`src/hdl/hrm_pkg.sv`:
```
// ----------------------------------------------------------------------------
// hrm_pkg
// Shared types and constants for the heartbeat round monitor.
// ----------------------------------------------------------------------------
package hrm_pkg;

  localparam int ID_W        = 3;
  localparam int LAT_W       = 16;
  localparam int CFG_IDX_W   = 1;
  localparam int CFG_DATA_W  = 16;
  localparam int IN_TDATA_W  = 8;   // source_id, zero padded
  localparam int OUT_TDATA_W = 24;  // node_id, alive, latency, zero padded

  localparam logic [LAT_W-1:0] LAT_SAT = {LAT_W{1'b1}};

  localparam logic [CFG_DATA_W-1:0] POLL_INTERVAL_RST = 16'd5000;
  localparam logic [CFG_DATA_W-1:0] RESP_TIMEOUT_RST  = 16'd2000;

  // input action codes
  localparam logic ACT_TICK = 1'b0;
  localparam logic ACT_RESP = 1'b1;

  // result kind codes
  localparam logic KIND_REQUEST = 1'b0;
  localparam logic KIND_REPORT  = 1'b1;

  // register indexes
  localparam logic [CFG_IDX_W-1:0] CFG_POLL_INTERVAL = 1'b0;
  localparam logic [CFG_IDX_W-1:0] CFG_RESP_TIMEOUT  = 1'b1;

  // burst start request from the round logic to the serializer
  typedef struct packed {
    logic load;
    logic kind;
  } hrm_burst_t;

endpackage

```
`src/hdl/hrm_ser.sv`:
```
// ----------------------------------------------------------------------------
// hrm_ser
// Burst serializer: holds a snapshot of one request or report burst and
// plays it out one beat per cycle through the output register while out_tready does not stall it.
// ----------------------------------------------------------------------------
module hrm_ser import hrm_pkg::*; #(
  parameter int NUM_TARGETS = 6,
  parameter int NUM_SELF    = 2
) (
  input  logic             clk,
  input  logic             rst_n,
  input  hrm_burst_t       burst,
  input  logic             snap_alive [NUM_TARGETS],
  input  logic [LAT_W-1:0] snap_lat   [NUM_TARGETS],
  output logic             free,
  output logic             out_tvalid,
  input  logic             out_tready,
  output logic [ID_W-1:0]  out_id,
  output logic             out_alive,
  output logic [LAT_W-1:0] out_lat,
  output logic             out_kind,
  output logic             out_last
);

  localparam int NUM_NODES = NUM_SELF + NUM_TARGETS;
  localparam int IDX_W     = (NUM_NODES > 1) ? $clog2(NUM_NODES) : 1;

  logic             bb_valid_r;
  logic             bb_kind_r;
  logic [IDX_W-1:0] bb_idx_r;
  logic             bb_alive_r [NUM_TARGETS];
  logic [LAT_W-1:0] bb_lat_r   [NUM_TARGETS];

  logic             out_valid_r;
  logic [ID_W-1:0]  out_id_r;
  logic             out_alive_r;
  logic [LAT_W-1:0] out_lat_r;
  logic             out_kind_r;
  logic             out_last_r;

  logic             load_out;
  logic             last_beat;
  logic [IDX_W:0]   tgt;
  logic             is_self;
  logic [ID_W-1:0]  beat_id;
  logic             beat_alive;
  logic [LAT_W-1:0] beat_lat;

  assign load_out  = bb_valid_r & (~out_valid_r | out_tready);
  assign last_beat = (bb_kind_r == KIND_REPORT)
                   ? ({1'b0, bb_idx_r} == (IDX_W+1)'(NUM_NODES - 1))
                   : ({1'b0, bb_idx_r} == (IDX_W+1)'(NUM_TARGETS - 1));
  assign free      = ~bb_valid_r | (load_out & last_beat);

  // beat decode: requests walk the targets, reports walk self ids then targets
  always_comb begin
    is_self    = 1'b0;
    beat_alive = 1'b0;
    beat_lat   = '0;
    if (bb_kind_r == KIND_REPORT) begin
      is_self = ({1'b0, bb_idx_r} < (IDX_W+1)'(NUM_SELF));
      tgt     = {1'b0, bb_idx_r} - (IDX_W+1)'(NUM_SELF);
      beat_id = ID_W'(bb_idx_r);
    end else begin
      tgt     = {1'b0, bb_idx_r};
      beat_id = ID_W'(32'(bb_idx_r) + NUM_SELF);
    end
    if (bb_kind_r == KIND_REPORT) begin
      if (is_self) begin
        beat_alive = 1'b1;
      end else begin
        for (int i = 0; i < NUM_TARGETS; i++) begin
          if (tgt == (IDX_W+1)'(i) && bb_alive_r[i]) begin
            beat_alive = 1'b1;
            beat_lat   = bb_lat_r[i];
          end
        end
      end
    end
  end

  always_ff @(posedge clk) begin
    if (!rst_n) begin
      bb_valid_r <= 1'b0;
      bb_idx_r   <= '0;
    end else if (burst.load) begin
      bb_valid_r <= 1'b1;
      bb_idx_r   <= '0;
    end else if (load_out) begin
      if (last_beat) begin
        bb_valid_r <= 1'b0;
      end else begin
        bb_idx_r <= bb_idx_r + 1'b1;
      end
    end
  end

  always_ff @(posedge clk) begin
    if (burst.load) begin
      bb_kind_r <= burst.kind;
      for (int i = 0; i < NUM_TARGETS; i++) begin
        bb_alive_r[i] <= snap_alive[i];
        bb_lat_r[i]   <= snap_lat[i];
      end
    end
  end

  always_ff @(posedge clk) begin
    if (!rst_n) begin
      out_valid_r <= 1'b0;
    end else if (load_out) begin
      out_valid_r <= 1'b1;
    end else if (out_tready) begin
      out_valid_r <= 1'b0;
    end
  end

  always_ff @(posedge clk) begin
    if (load_out) begin
      out_id_r    <= beat_id;
      out_alive_r <= beat_alive;
      out_lat_r   <= beat_lat;
      out_kind_r  <= bb_kind_r;
      out_last_r  <= last_beat;
    end
  end

  assign out_tvalid = out_valid_r;
  assign out_id     = out_id_r;
  assign out_alive  = out_alive_r;
  assign out_lat    = out_lat_r;
  assign out_kind   = out_kind_r;
  assign out_last   = out_last_r;

endmodule

```
`src/hdl/heartbeat_round_monitor_unit.sv`:
```
// ----------------------------------------------------------------------------
// heartbeat_round_monitor_unit
// Heartbeat liveness monitor run in polling rounds, driven by tick and
// response transfers; emits request bursts and end-of-round reports.
// ----------------------------------------------------------------------------
//  channel  direction  contents
//  in_*     slave      tuser: action; tdata: source_id
//  out_*    master     tuser: kind; tdata: node_id, alive, latency; tlast
//  cfg_*    write      index 0 poll_interval_ms, index 1 response_timeout_ms
//
//  A new input can follow every cycle while the burst serializer is free.
//  A start sends NUM_TARGETS request beats, an end of round NUM_SELF+NUM_TARGETS
//  report beats, one beat per cycle from the burst serializer unless stalled; the next
//  input is taken in the cycle the last beat enters the output register.
//  Reset is synchronous; all round state clears at once, no clearing pass.
//  out_tready low holds the output register and, once the burst buffer is
//  full, stalls the input side.
// ----------------------------------------------------------------------------
module heartbeat_round_monitor_unit import hrm_pkg::*; #(
  parameter int NUM_TARGETS = 6,
  parameter int NUM_SELF    = 2
) (
  input  logic                   clk,
  input  logic                   rst_n,
  input  logic                   in_tvalid,
  output logic                   in_tready,
  input  logic [IN_TDATA_W-1:0]  in_tdata,   // [2:0] source_id
  input  logic                   in_tuser,   // [0] action
  output logic                   out_tvalid,
  input  logic                   out_tready,
  output logic [OUT_TDATA_W-1:0] out_tdata,  // [2:0] node_id, [3] alive, [19:4] latency
  output logic                   out_tuser,  // [0] kind
  output logic                   out_tlast,
  input  logic                   cfg_wr_en,
  input  logic [CFG_IDX_W-1:0]   cfg_index,
  input  logic [CFG_DATA_W-1:0]  cfg_wdata
);

  localparam int CNT_W = $clog2(NUM_TARGETS + 1);

  logic [CFG_DATA_W-1:0] interval_r;
  logic [CFG_DATA_W-1:0] timeout_r;

  logic             pending_r [NUM_TARGETS];
  logic             pending_nxt [NUM_TARGETS];
  logic             alive_r [NUM_TARGETS];
  logic             alive_nxt [NUM_TARGETS];
  logic [LAT_W-1:0] lat_r [NUM_TARGETS];
  logic [LAT_W-1:0] lat_nxt [NUM_TARGETS];
  logic             active_r, active_nxt;
  logic [CNT_W-1:0] pcount_r, pcount_nxt;
  logic             polled_r, polled_nxt;
  logic [LAT_W-1:0] since_poll_r, since_poll_nxt;
  logic [LAT_W-1:0] elapsed_r, elapsed_nxt;

  logic             in_xfer;
  logic [ID_W-1:0]  src;
  logic [LAT_W-1:0] sp_inc;
  logic [LAT_W-1:0] re_inc;
  logic             hit;
  hrm_burst_t       burst;
  logic             ser_free;
  logic [ID_W-1:0]  o_id;
  logic             o_alive;
  logic [LAT_W-1:0] o_lat;

  assign in_xfer = in_tvalid & in_tready;
  assign src     = in_tdata[ID_W-1:0];
  assign sp_inc  = (since_poll_r == LAT_SAT) ? LAT_SAT : since_poll_r + 1'b1;
  assign re_inc  = (elapsed_r == LAT_SAT) ? LAT_SAT : elapsed_r + 1'b1;

  always_comb begin
    pending_nxt    = pending_r;
    alive_nxt      = alive_r;
    lat_nxt        = lat_r;
    active_nxt     = active_r;
    pcount_nxt     = pcount_r;
    polled_nxt     = polled_r;
    since_poll_nxt = since_poll_r;
    elapsed_nxt    = elapsed_r;
    hit            = 1'b0;
    burst.load     = 1'b0;
    burst.kind     = KIND_REPORT;
    if (in_xfer) begin
      if (in_tuser == ACT_TICK) begin
        since_poll_nxt = sp_inc;
        if (active_r) begin
          elapsed_nxt = re_inc;
          if (re_inc >= timeout_r) begin
            // timeout: whatever is still pending is dead
            for (int i = 0; i < NUM_TARGETS; i++) begin
              if (pending_r[i]) begin
                pending_nxt[i] = 1'b0;
                alive_nxt[i]   = 1'b0;
                lat_nxt[i]     = '0;
              end
            end
            active_nxt = 1'b0;
            pcount_nxt = '0;
            burst.load = 1'b1;
          end
        end else if (!polled_r || sp_inc >= interval_r) begin
          polled_nxt     = 1'b1;
          since_poll_nxt = '0;
          elapsed_nxt    = '0;
          active_nxt     = 1'b1;
          pcount_nxt     = CNT_W'(NUM_TARGETS);
          for (int i = 0; i < NUM_TARGETS; i++) begin
            pending_nxt[i] = 1'b1;
            alive_nxt[i]   = 1'b0;
            lat_nxt[i]     = '0;
          end
          burst.load = 1'b1;
          burst.kind = KIND_REQUEST;
        end
      end else begin
        for (int i = 0; i < NUM_TARGETS; i++) begin
          if (32'(src) == 32'(NUM_SELF + i) && pending_r[i]) begin
            hit            = 1'b1;
            pending_nxt[i] = 1'b0;
            alive_nxt[i]   = 1'b1;
            lat_nxt[i]     = elapsed_r;
          end
        end
        if (hit) begin
          if (pcount_r != '0) begin
            pcount_nxt = pcount_r - 1'b1;
          end
          if (pcount_nxt == '0) begin
            active_nxt = 1'b0;
            burst.load = 1'b1;
          end
        end
      end
    end
  end

  always_ff @(posedge clk) begin
    if (!rst_n) begin
      for (int i = 0; i < NUM_TARGETS; i++) begin
        pending_r[i] <= 1'b0;
        alive_r[i]   <= 1'b0;
        lat_r[i]     <= '0;
      end
      active_r     <= 1'b0;
      pcount_r     <= '0;
      polled_r     <= 1'b0;
      since_poll_r <= '0;
      elapsed_r    <= '0;
    end else begin
      pending_r    <= pending_nxt;
      alive_r      <= alive_nxt;
      lat_r        <= lat_nxt;
      active_r     <= active_nxt;
      pcount_r     <= pcount_nxt;
      polled_r     <= polled_nxt;
      since_poll_r <= since_poll_nxt;
      elapsed_r    <= elapsed_nxt;
    end
  end

  always_ff @(posedge clk) begin
    if (!rst_n) begin
      interval_r <= POLL_INTERVAL_RST;
      timeout_r  <= RESP_TIMEOUT_RST;
    end else if (cfg_wr_en) begin
      case (cfg_index)
        CFG_POLL_INTERVAL: interval_r <= cfg_wdata;
        CFG_RESP_TIMEOUT:  timeout_r  <= cfg_wdata;
        default: ;
      endcase
    end
  end

  hrm_ser #(
    .NUM_TARGETS (NUM_TARGETS),
    .NUM_SELF    (NUM_SELF)
  ) u_ser (
    .clk        (clk),
    .rst_n      (rst_n),
    .burst      (burst),
    .snap_alive (alive_nxt),
    .snap_lat   (lat_nxt),
    .free       (ser_free),
    .out_tvalid (out_tvalid),
    .out_tready (out_tready),
    .out_id     (o_id),
    .out_alive  (o_alive),
    .out_lat    (o_lat),
    .out_kind   (out_tuser),
    .out_last   (out_tlast)
  );

  assign in_tready = ser_free;
  assign out_tdata = {(OUT_TDATA_W - ID_W - 1 - LAT_W)'(0), o_lat, o_alive, o_id};

endmodule
```
`config.mk`:
```
export PLATFORM = sky130hd
export DESIGN_NAME = heartbeat_round_monitor_unit
export DESIGN_NICKNAME = d
export VERILOG_FILES = /design/src/hdl/hrm_pkg.sv /design/src/hdl/hrm_ser.sv /design/src/hdl/heartbeat_round_monitor_unit.sv
export SDC_FILE = /design/constraint.sdc
export NUM_CORES = 1
export LEC_CHECK = 0
export ABC_AREA = 1
export BUFFER_PORTS_ARGS = -buffer_cell sky130_fd_sc_hd__buf_2
export CAP_MARGIN = 10
export CELL_PAD_IN_SITES_DETAIL_PLACEMENT = 2
export CELL_PAD_IN_SITES_GLOBAL_PLACEMENT = 2
export CORE_MARGIN = 3
export CORE_UTILIZATION = 38
export CTS_CLUSTER_SIZE = 28
export DETAILED_ROUTE_END_ITERATION = 8
export HOLD_SLACK_MARGIN = 0.05
export PLACE_DENSITY = 0.83
export RECOVER_POWER = 100
export SETUP_SLACK_MARGIN = 0.4
export SLEW_MARGIN = 5
export SYNTH_ARGS = -nofsm -noshare
export SYNTH_HDL_FRONTEND = slang
export SYNTH_SLANG_ARGS = --single-unit
```
`constraint.sdc`:
```
create_clock -name clk -period 5.8 [get_ports clk]
set_input_delay 0.87 -clock clk [delete_from_list [all_inputs] [get_ports clk]]
set_output_delay 0.87 -clock clk [all_outputs]
set_load 0.005 [all_outputs]
```
; After elaboration in Yosys (flattened, before gate mapping)
; Memories as Yosys holds them, arrays and structs flattened.
; Index checks and enable logic that the tools add are counted.
; W data, S select, Z words.
[totals]
ramBits = 102
word_cells = 229
regBits = 205
inputBits = 31
latchBits = 0
rom_bits = 0
n_memories = 2
[op_classes]
shift = 0
n_bitwise = 14
reduce_logical = 40
div_mod_pow = 0
eq_ne = 24
muxes = 106
magnitude_cmp = 3
n_mul = 0
addsub = 6
[mem_list]
columns = memory, words, word_bits, read_ports, rd_ports_with_merged_regs, write_ports, line_no
row1 = u_ser.bb_lat_r, 6, 16, 6, 0, 6, hrm_ser.sv:32  ; logic [LAT_W-1:0] bb_lat_r [NUM_TARGETS];
row2 = u_ser.bb_alive_r, 6, 1, 6, 0, 6, hrm_ser.sv:31  ; logic bb_alive_r [NUM_TARGETS];
[op_table]
columns = op, count
row1 = $mux W96, 5
row2 = $mux W16, 24
row3 = $mux W1, 55
row4 = $mux W6, 9
row5 = $add A16 B1 Y16 const B, 2
row6 = $eq A16 B16 Y1 const B, 2
row7 = $ge A16 B16 Y1, 2
row8 = $reduce_and A4 Y1, 8
row9 = $mux W3, 10
row10 = $eq A3 B3 Y1 const B, 6
row11 = $ne A2 B1 Y1 const B, 8
row12 = $logic_and A1 B1 Y1, 12
row13 = $reduce_and A2 Y1, 5
row14 = $not A1 Y1, 9
row15 = $eq A4 B2 Y1 const B, 2
row16 = $eq A4 B3 Y1 const B, 2
row17 = $reduce_bool A2 Y1, 4
row18 = $eq A3 B2 Y1 const B, 2
row19 = $reduce_and A3 Y1, 2
row20 = $reduce_bool A3 Y1, 2
row21 = $eq A4 B1 Y1 const B, 1
row22 = $logic_not A4 Y1, 1
row23 = $mux W2, 2
row24 = $mux W4, 1
row25 = other kinds (13), 17

; Logic depth before layout (Yosys ltp)
[depth]
depth_word = 20
mapped_depth = 26

; Cells and area by module
; Synthesis repeated with hierarchy kept, for this count alone.
[unflattened]
cells_unflattened = 2476
hier_area_um2 = 17246.5
[modules_own_cells]
columns = mod, cells_each, seq_area_each_um2, area_each_um2, instances
row1 = heartbeat_round_monitor_unit, 2107, 3543.4, 12159.2, 1
row2 = hrm_ser, 369, 3853.7, 5087.4, 1

; Worst setup path before layout
; OpenSTA, ideal clock, no wires.
[synth_timing]
path_kind = reg2reg
start = register elapsed_r[2]
end = memory u_ser.bb_alive_r[0], enable pin
n_path_buf = 1
setup_time_ns = 0.457
path_stages_with_launch = 22
arrival_time_ns = 4.782
period_less_slack_ns = 5.239
path_slack_ns = 0.561
required_ns = 5.343
path_cell_list = dfxtp_1 nand3_1 nor2_1 nand3_1 nor2_1 inv_1 nor2_1 inv_1 o21ai_0 nand3_1 ha_1 nand4_1 nor2_1 nand2_1 inv_1 nand2_1 nand2_1 buf_2 o21ai_0 nor2_4 nand2_1 inv_1
[synth_rtl]
columns = element, line_no
row1 = from (decl), heartbeat_round_monitor_unit.sv:54  ; logic [LAT_W-1:0] elapsed_r, elapsed_nxt;
row2 = from (signal assigned), heartbeat_round_monitor_unit.sv:158  ; elapsed_r <= elapsed_nxt;
row3 = to (decl), hrm_ser.sv:31

==> flow_metrics.env <==
export IMPL_drtIter0Drc=763
export IMPL_ant_nets=0
export IMPL_grt_pass1_vias=14000
export IMPL_multi_input_area_sq_um=5890
export IMPL_async_reset_ff_frac=0
export IMPL_ioPinCount=59
export IMPL_antenna_cells=0
export IMPL_setup_ws_ps=609
export IMPL_hold_violations=0
export IMPL_fin_skew_ps=32.5
export IMPL_fin_worst_hold_slack_ps=464
export IMPL_antenna_found_initial=7
export IMPL_syn_avg_cell_area_sq_um=8.46
export IMPL_outcome="finished with violations"
export IMPL_synth_common_cells="nand2_1, a21oi_1, dfxtp_1, nand3_1, inv_1"
export IMPL_fin_nets=1786
export IMPL_grt_total_usage=0.241
export IMPL_worstSetupPathType="register to register"
export IMPL_register_area_sq_um=7400
export IMPL_yosysWarningCount=0
export IMPL_core_area_sq_um=36900
export IMPL_gr_total_overflow=0
export IMPL_numPlacedInstances=2179
export IMPL_clockRootBuffer="clkbuf_16"
export IMPL_ys_types=40
export IMPL_synth_edf_count=125
export IMPL_cp_required_ps=6090
export IMPL_via_per_inst=5.61
export IMPL_placed_area_sq_um=15000
export IMPL_hpwl_microns=31900
export IMPL_htreeDepth=2
export IMPL_maxSlewViolCount=84
export IMPL_yosysTopAreaCell="edfxtp_1"
export IMPL_rsz0062_at_grt="no"
export IMPL_portBuffers=49
export IMPL_finalPower_mw=5.29
export IMPL_worstPathArrival_ps=5480
export IMPL_min_path_type="register to register"
export IMPL_leakagePower_nw=6.54
export IMPL_synth_area_top_cells="edfxtp_1, dfxtp_1, nand2_1, a21oi_1, o211ai_1"
export IMPL_irDropWorstVdd_mv=0.197
export IMPL_synth_most_common_cell="nand2_1"
export IMPL_period_minus_slack_ps=5190
export IMPL_fin_cells=2249
export IMPL_period_share=0.895
export IMPL_initial_core_util=0.388
export IMPL_slew_headroom=-0.126
export IMPL_areaGrowthSynthToFinish_pct=13.0
export IMPL_synth_area_sq_um=14300
export IMPL_place_worst_setup_slack_ps=725
export IMPL_wl_microns=49200
export IMPL_grt_max_degree=90
export IMPL_setup_viol=0
export IMPL_rows=70
export IMPL_synth_top_flop_cell="dfxtp_1"
export IMPL_synth_seq_area_share=0.516
export IMPL_path_clk_slew_ps=60
export IMPL_maxCapViolCount=3
export IMPL_clk_latency_ps=570
export IMPL_die_h_microns=200
export IMPL_post_route_drc_count=0
export IMPL_clock_fmax_mhz=193
export IMPL_grt_pass1_wl_microns=77400
export IMPL_gp_congestion=0.768
export IMPL_synth_top_cell_area_share=0.262
export IMPL_tightest_slew_ps=1680
export IMPL_wl_per_cell_microns=21.9
export IMPL_setup_tns_final_ps=0
export IMPL_end_kind="register"
export IMPL_clk_path_buf_depth=3
export IMPL_dr_pass1_iters=5
export IMPL_p_per_area_nw_per_um2=327
export IMPL_final_area_sq_um=16200
export IMPL_fp_dieArea_sq_um=40100
export IMPL_crit_path_start_kind="register"
export IMPL_post_route_util=0.439
export IMPL_drive_gt1_frac=0.0722
export IMPL_cts_inserted_buffers=37
export IMPL_critPathMaxFanout=89
export IMPL_clock_sinks=307
export IMPL_violations="capacitance limit, slew limit"
export IMPL_nFillCells=4097
export IMPL_cts_tree="built"
export IMPL_ys_ff_latch=307
export IMPL_die_w_microns=200
export IMPL_postSynthCellCount=1692
export IMPL_hold_buffers=0
export IMPL_vias=12600
==> where the power goes <==
part,switching [mW],total [mW],internal (mW)
Clock,0.977,2.44,1.47
Combinational,0.342,0.439,0.0971
Sequential,0.0438,2.41,2.36
Total,1.36,5.29,3.92
==> logic make-up after synthesis <==
kind of cell	Yosys count	synth area share
adder cells (fa/ha/maj)	39	0.0341
AND/OR/NAND/NOR	689	0.205
XOR/XNOR	15	0.00970
other	1	0.000262
AO/OA/AOI/OAI	397	0.162
multiplexers	1	0.000786
buffers and inverters	243	0.0717
flip-flops	307	0.516
==> worst max-delay path, cell delays in order, from the launching register on <==
cell      delay, ps
edfxtp_1        520
xor2_1          230
nor2_1         1270
nand2_1         540
o21ai_4         370
nand2_4         110
nor2_1          110
buf_4           430
inv_1           310
buf_4           530
nand3_1         270
nand2_1         140
==> placed cells by master, fill, tap and decap left out, types with 4 or more instances in the layout <==
cell / count
nand2_1: 428
a21oi_1: 192
dfxtp_1: 182
nand3_1: 151
inv_1: 145
edfxtp_1: 125
o211ai_1: 107
o21ai_0: 67
nor2_1: 57
ha_1: 39
clkbuf_16: 38
clkbuf_1: 36
buf_2: 30
nand4_1: 24
buf_4: 19
xor2_1: 13
a31oi_1: 10
or2_2: 8
nor3_1: 7
o22ai_1: 6
a21o_1: 5
nor2_2: 5
clkinv_1: 5
o221ai_1: 5
clkbuf_8: 5
and3_1: 4
conb_1: 4
bufinv_16: 4
==> timing repair <==
action / 4_1_cts / 5_1_grt
gates resized for setup: 0 / 0
setup endpoints to repair: 0 / 98
setup buffers: 0 / 2
==> metal layers <==
metal	GRT usage	up-vias	wire (microns)
met5	0	-	85
met4	0.0809	14	1340
met3	0.0445	91	2300
met2	0.429	254	24800
met1	0.293	6409	20600
li1	-	5860	-
==> sequential cells by signal, summed over array words and instances, names as in the netlist, 16 cells and up <==
signal / cells
elapsed_r: 16
interval_r: 16
lat_r: 96
since_poll_r: 16
timeout_r: 16
u_ser.bb_lat_r: 96
u_ser.out_lat: 16
==> cell type report <==
type | instances | area share
inverters | 149 | 0.0349
repair buffers | 76 | 0.0258
clock buffers | 56 | 0.0660
well taps | 504 | 0.0390
clock inverters | 12 | 0.0129
multi-input cells | 1145 | 0.364
flip-flops and latches | 307 | 0.457
==> worst paths after layout <==
| path | slack (ps) | cells past startpoint | startpoint | end |
|---|---|---|---|---|
| hold reg to reg | 460 | 2 | timeout_r[14] | timeout_r[14] |
| setup reg to reg | 610 | 11 | u_ser.bb_kind_r | u_ser.bb_lat_r[5][0] |
| setup / recovery | 610 | 11 | u_ser.bb_kind_r | u_ser.bb_lat_r[5][0] |
| hold / removal | 460 | 2 | timeout_r[14] | timeout_r[14] |
Power figures use the tool's default switching activity.
